--- config.mk ---
export PLATFORM = sky130hd
export DESIGN_NAME = sorstrip_div
export DESIGN_NICKNAME = d
export VERILOG_FILES = /design/src/hw/rtl/surface_of_revolution_strip_unit_defines.svh /design/src/hw/rtl/sorstrip_div.sv
export SDC_FILE = /design/constraint.sdc
export NUM_CORES = 2
export LEC_CHECK = 0
export BUFFER_PORTS_ARGS = -buffer_cell sky130_fd_sc_hd__buf_2
export CAP_MARGIN = 20
export CORE_MARGIN = 5
export CORE_UTILIZATION = 60
export DETAILED_ROUTE_END_ITERATION = 8
export PLACE_DENSITY = 0.83
export SETUP_SLACK_MARGIN = 0.15
export SYNTH_ARGS = -nofsm -noshare
export SYNTH_HDL_FRONTEND = slang
export SYNTH_SLANG_ARGS = --single-unit
--- constraint.sdc ---
create_clock -name clk -period 10 [get_ports clk]
set_input_delay 3 -clock clk [delete_from_list [all_inputs] [get_ports clk]]
set_output_delay 3 -clock clk [all_outputs]
set_load 0.02 [all_outputs]
--- src/hw/rtl/surface_of_revolution_strip_unit_defines.svh ---
// Assertion macros for the surface-of-revolution strip unit
`ifndef SURFACE_OF_REVOLUTION_STRIP_UNIT_DEFINES_SVH
`define SURFACE_OF_REVOLUTION_STRIP_UNIT_DEFINES_SVH
`ifndef SYNTHESIS
`define SORS_CHECK(lbl, prop) \
  lbl: assert property (@(posedge clk) disable iff (rst) prop) \
    else $error("strip unit check failed");
`define SORS_CHECK_RST(lbl, prop) \
  lbl: assert property (@(posedge clk) prop) \
    else $error("strip unit reset check failed");
`else
`define SORS_CHECK(lbl, prop)
`define SORS_CHECK_RST(lbl, prop)
`endif
`endif

--- src/hw/rtl/sorstrip_div.sv ---
// Pipelined restoring divider, one quotient bit per stage
module sorstrip_div #(
  parameter int W  = 26,
  parameter int DW = 16,
  parameter int TW = 1
) (
  input  logic          clk,
  input  logic          rst,
  input  logic          en,
  input  logic          in_valid,
  input  logic [W-1:0]  num,
  input  logic [DW-1:0] den,
  input  logic [TW-1:0] tag_in,
  output logic          out_valid,
  output logic [W-1:0]  quo,
  output logic [TW-1:0] tag_out
);

  logic [DW-1:0] rem [W];
  logic [W-1:0]  nq  [W];
  logic [TW-1:0] tg  [W];
  logic          vl  [W];

  for (genvar k = 0; k < W; k++) begin : g_stage
    logic [DW-1:0] rem_prev;
    logic [W-1:0]  nq_prev;
    logic [TW-1:0] tg_prev;
    logic          vl_prev;
    logic [DW:0]   trial;
    logic          ge;

    if (k == 0) begin : g_first
      assign rem_prev = '0;
      assign nq_prev  = num;
      assign tg_prev  = tag_in;
      assign vl_prev  = in_valid;
    end else begin : g_rest
      assign rem_prev = rem[k-1];
      assign nq_prev  = nq[k-1];
      assign tg_prev  = tg[k-1];
      assign vl_prev  = vl[k-1];
    end

    assign trial = {rem_prev, nq_prev[W-1]};
    assign ge    = trial >= {1'b0, den};

    always_ff @(posedge clk) begin
      if (rst) begin
        vl[k] <= 1'b0;
      end else if (en) begin
        vl[k] <= vl_prev;
      end
    end

    always_ff @(posedge clk) begin
      if (en) begin
        rem[k] <= ge ? DW'(trial - {1'b0, den}) : DW'(trial);
        nq[k]  <= {nq_prev[W-2:0], ge};
        tg[k]  <= tg_prev;
      end
    end
  end

  assign out_valid = vl[W-1];
  assign quo       = nq[W-1];
  assign tag_out   = tg[W-1];

endmodule

==> run_summary.xml <==
<?xml version="1.0" encoding="UTF-8"?>
<metrics>
  <group name="grt">
    <metric name="grt.overflow.total" unit="">0</metric>
    <metric name="antenna_violations_before_repair" unit="">1</metric>
    <metric name="gr-usage-all-layers" unit="">0.223</metric>
    <metric name="grt_pass1_wl" unit="mm">176</metric>
    <metric name="grt_max_degree" unit="">148</metric>
    <metric name="vias_in_the_first_global_route" unit="">33300</metric>
  </group>
  <group name="floorplanning">
    <metric name="die_y" unit="µm">315</metric>
    <metric name="design.core.area" unit="µm²">91900</metric>
    <metric name="fp.dieArea" unit="µm²">99100</metric>
    <metric name="initial_util" unit="">0.606</metric>
    <metric name="dieWidth" unit="µm">315</metric>
    <metric name="core.rowCount" unit="">111</metric>
    <metric name="ioPinCount" unit="">75</metric>
  </group>
  <group name="sta">
    <metric name="timing_max_transition_violations_final" unit="">0</metric>
    <metric name="timing.final.hold_violations" unit="">0</metric>
    <metric name="maxSlewHeadroom" unit="">0.297</metric>
    <metric name="report.final.setup_viol" unit="">0</metric>
    <metric name="finalCriticalPeriod" unit="ps">6670</metric>
    <metric name="skew" unit="ps">47.0</metric>
    <metric name="period_share" unit="">0.667</metric>
    <metric name="fmax" unit="MHz">150</metric>
    <metric name="tightestPinTransition" unit="ps">1050</metric>
    <metric name="grt_setup_unrepaired" unit="">false</metric>
    <metric name="fin_tns_setup" unit="ps">0</metric>
  </group>
  <group name="clock_tree">
    <metric name="cts.reportedPaths.clkPinSlew" unit="ps">70</metric>
    <metric name="clock_sink_count" unit="">1128</metric>
    <metric name="h_tree_levels" unit="">3</metric>
    <metric name="cts.hold.buffers_added" unit="">0</metric>
    <metric name="insertion_delay" unit="ps">730</metric>
    <metric name="ctsRootBufferMaster" unit="">sky130_fd_sc_hd__clkbuf_16</metric>
    <metric name="postCtsSetupBuffers" unit="">0</metric>
    <metric name="clk_path_buf_depth" unit="">3</metric>
    <metric name="cts_made_buffers" unit="">113</metric>
    <metric name="tritoncts" unit="">yes</metric>
    <metric name="cts.repair.resized" unit="">0</metric>
  </group>
  <group name="final_layout">
    <metric name="multiInputGateArea" unit="µm²">21100</metric>
    <metric name="leading_cell_types_in_the_layout_fill_and_taps_excluded" unit="">sky130_fd_sc_hd__edfxtp_1 (1128), sky130_fd_sc_hd__ha_1 (402), sky130_fd_sc_hd__nor2_1 (265), sky130_fd_sc_hd__a21oi_1 (255), sky130_fd_sc_hd__nand2_1 (193)</metric>
    <metric name="instances_no_fill" unit="">5650</metric>
    <metric name="areaGrowthSynthToFinish" unit="%">10.9</metric>
    <metric name="layout_commonest_cell" unit="">sky130_fd_sc_hd__edfxtp_1</metric>
    <metric name="insertedDiodeCount" unit="">0</metric>
    <metric name="num-nets-final" unit="">4789</metric>
    <metric name="sequential_area" unit="µm²">33900</metric>
    <metric name="postLayoutCellArea" unit="µm²">61800</metric>
    <metric name="layout.filler_cells" unit="">6529</metric>
    <metric name="layout-drive-gt1-share" unit="">0.117</metric>
    <metric name="final_util" unit="">0.672</metric>
  </group>
  <group name="critical_path">
    <metric name="setup.worst_path.class" unit="">in -&gt; reg</metric>
    <metric name="cell_repeated_most_along_the_worst_path" unit="">sky130_fd_sc_hd__o31a_1</metric>
    <metric name="reg2reg_slack" unit="ps">5910</metric>
    <metric name="critical_path.cell_chain" unit="">buf_2 &gt; inv_1 &gt; buf_4 &gt; ha_1 &gt; nor2b_1 &gt; o31a_1 &gt; o31a_1 &gt; nor4_1 &gt; nor2_1 &gt; a221o_1 &gt; nand2b_1 &gt; a31oi_2 &gt; mux2_2</metric>
    <metric name="worst_path_max_delay_cell" unit="">sky130_fd_sc_hd__a31oi_2</metric>
    <metric name="path_delay_family" unit="">compound AO/OA/AOI/OAI gates</metric>
    <metric name="crit_required" unit="ps">10460</metric>
    <metric name="cpPeakStageDelay" unit="ps">810</metric>
    <metric name="critical_path_arrival" unit="ps">7130</metric>
    <metric name="critical_path.startpoint_type" unit="">input port</metric>
    <metric name="timing.critical_path.fanout_max" unit="">17</metric>
    <metric name="path_buf_inv" unit="">3</metric>
    <metric name="critPathCaptureType" unit="">flip-flop</metric>
  </group>
  <group name="detailed_routing">
    <metric name="first_iter_violations" unit="">2632</metric>
    <metric name="via_count_of_the_routed_design" unit="">33900</metric>
    <metric name="drt_wl_total" unit="mm">112</metric>
    <metric name="routed_antenna_nets" unit="">0</metric>
    <metric name="detail_route.wl_per_cell" unit="µm">19.8</metric>
    <metric name="drc" unit="">0</metric>
    <metric name="drt_pre_antenna_iters" unit="">5</metric>
    <metric name="via_per_inst" unit="">5.99</metric>
  </group>
  <group name="placed_design">
    <metric name="dpl.cell_count" unit="">5442</metric>
    <metric name="port_buffers" unit="">74</metric>
    <metric name="place_hpwl" unit="mm">74.4</metric>
    <metric name="gpl_wtd_cong" unit="">0.941</metric>
    <metric name="placed_cell_area" unit="µm²">57900</metric>
  </group>
  <group name="power_and_ir_drop">
    <metric name="sw_frac_of_total" unit="">0.336</metric>
    <metric name="clock_power_share" unit="">0.223</metric>
    <metric name="comb_power_share" unit="">0.396</metric>
    <metric name="power.ir.vdd_worst" unit="V">0.000192</metric>
    <metric name="p_sw" unit="W">0.00656</metric>
    <metric name="seq_power_share" unit="">0.382</metric>
    <metric name="power.internal" unit="W">0.0130</metric>
    <metric name="totalPowerFinal" unit="W">0.0196</metric>
    <metric name="power_density" unit="nW/µm²">316</metric>
    <metric name="cellLeakagePower" unit="nW">23.4</metric>
  </group>
  <group name="flow_run">
    <metric name="cap_violations" unit="">0</metric>
  </group>
  <group name="status">
    <metric name="outcome" unit="">complete, no violations</metric>
  </group>
  <group name="synth">
    <metric name="ys_dominant_reg_cell" unit="">sky130_fd_sc_hd__edfxtp_1</metric>
    <metric name="mean_post_synth_cell_area" unit="µm²">13.5</metric>
    <metric name="syn_nets" unit="">4596</metric>
    <metric name="ys_warn_count" unit="">0</metric>
    <metric name="postSynth.asyncResetShare" unit="">0</metric>
    <metric name="flop_and_latch_count_out_of_synthesis" unit="">1128</metric>
    <metric name="synth_top_area_frac" unit="">0.608</metric>
    <metric name="synth.lib_cells_used.distinct" unit="">82</metric>
    <metric name="synthTopCellsByArea" unit="">sky130_fd_sc_hd__edfxtp_1 (61%), sky130_fd_sc_hd__ha_1 (9.0%), sky130_fd_sc_hd__mux2_2 (3.6%), sky130_fd_sc_hd__xnor2_1 (2.7%), sky130_fd_sc_hd__a21oi_1 (2.3%)</metric>
    <metric name="netlist_instances" unit="">4123</metric>
    <metric name="synth_seq_area_share" unit="">0.608</metric>
    <metric name="synthDominantAreaCellType" unit="">sky130_fd_sc_hd__edfxtp_1</metric>
    <metric name="synth-edff-count" unit="">1128</metric>
    <metric name="syn_area" unit="µm²">55700</metric>
  </group>
  <group name="hold_path">
    <metric name="worst_hold_path_type" unit="">reg -&gt; reg</metric>
  </group>
</metrics>
==> sequential cells by signal, summed over array words and instances, names as in the netlist <==
signal and count:
vl 26, nq 676, tg 26, rem 400
==> cells by family after synthesis <==
group,after synthesis,synth area share
DFF,1128,0.608
AOI/OAI and AO/OA,894,0.103
buffers and inverters,212,0.0148
xor gates and xnor gates,274,0.0431
and+or+nand+nor,946,0.0841
adders and majority gates,426,0.0989
muxes,243,0.0486
==> cells in the mapped netlist, types with 8 or more instances <==
master	instances
sky130_fd_sc_hd__a2111oi_0	9
sky130_fd_sc_hd__a211o_1	12
sky130_fd_sc_hd__a211oi_1	18
sky130_fd_sc_hd__a21boi_0	17
sky130_fd_sc_hd__a21boi_1	12
sky130_fd_sc_hd__a21o_1	87
sky130_fd_sc_hd__a21oi_1	255
sky130_fd_sc_hd__a311oi_1	8
sky130_fd_sc_hd__a31oi_1	33
sky130_fd_sc_hd__a41oi_1	9
sky130_fd_sc_hd__and2_1	34
sky130_fd_sc_hd__and3_1	17
sky130_fd_sc_hd__and4_1	11
sky130_fd_sc_hd__clkbuf_1	42
sky130_fd_sc_hd__edfxtp_1	1128
sky130_fd_sc_hd__fa_1	24
sky130_fd_sc_hd__ha_1	402
sky130_fd_sc_hd__inv_1	158
sky130_fd_sc_hd__mux2_1	26
sky130_fd_sc_hd__mux2_2	176
sky130_fd_sc_hd__mux2i_1	36
sky130_fd_sc_hd__nand2_1	193
sky130_fd_sc_hd__nand2b_1	58
sky130_fd_sc_hd__nand3_1	54
sky130_fd_sc_hd__nand3b_1	10
sky130_fd_sc_hd__nand4_1	54
sky130_fd_sc_hd__nor2_1	265
sky130_fd_sc_hd__nor2b_1	77
sky130_fd_sc_hd__nor3_1	85
sky130_fd_sc_hd__nor4_1	28
sky130_fd_sc_hd__o211ai_1	19
sky130_fd_sc_hd__o21a_1	66
sky130_fd_sc_hd__o21ai_0	187
sky130_fd_sc_hd__o21ai_1	27
sky130_fd_sc_hd__o21bai_1	19
sky130_fd_sc_hd__o31a_1	31
sky130_fd_sc_hd__o31ai_1	23
sky130_fd_sc_hd__o41ai_1	13
sky130_fd_sc_hd__or2_2	16
sky130_fd_sc_hd__or3_1	22
sky130_fd_sc_hd__xnor2_1	169
sky130_fd_sc_hd__xor2_1	105
==> metrics by stage <==
stage	hold WS, ps	setup WS [ps]
6_report	405	3330
5_1_grt	410	3110
4_1_cts	407	3380
3_5_place_dp	405	2640
3_3_place_gp	400	2770
2_1_floorplan	400	3190
==> cell type report <==
| cell class | instances | area share |
|---|---|---|
| flip-flops and latches | 1128 | 0.548 |
| inverters | 160 | 0.00972 |
| repair buffers | 130 | 0.0138 |
| clock inverters | 71 | 0.0154 |
| multi-input cells | 2783 | 0.341 |
| well taps | 1243 | 0.0252 |
| clock buffers | 135 | 0.0471 |
==> power groups by stage <==
| stage | clock (W) | combinational [W] | sequential [W] |
|---|---|---|---|
| finish | 0.00435 | 0.00774 | 0.00746 |
| global route | 0.00467 | 0.00858 | 0.00753 |
| CTS | 0.00445 | 0.00769 | 0.00746 |
| detailed placement | 0 | 0.00761 | 0.00754 |
| global placement | 0 | 0.00737 | 0.00753 |
| floorplan | 0 | 0.00608 | 0.00719 |
==> routing by layer <==
metal / routed length [µm] / part of all wire / vias to the layer above / track usage
met5: 0 / 0 / - / 0
met1: 45700 / 0.41 / 16400 / 0.286
met4: 5330 / 0.048 / 0 / 0.103
met3: 6040 / 0.054 / 300 / 0.0337
li1: - / - / 16200 / -
met2: 54600 / 0.49 / 982 / 0.378
==> final timing paths <==
path	start	to	cells after the start
worst min register to register	nq[1][158]$_DFFE_PP_	nq[1][185]$_DFFE_PP_	0
worst max register to register	rem[0][224]$_DFFE_PP_	rem[0][243]$_DFFE_PP_	10
worst min-delay path	nq[1][158]$_DFFE_PP_	nq[1][185]$_DFFE_PP_	0
worst max-delay path	den[1]	rem[1][24]$_DFFE_PP_	13
Power figures use the tool's default switching activity.
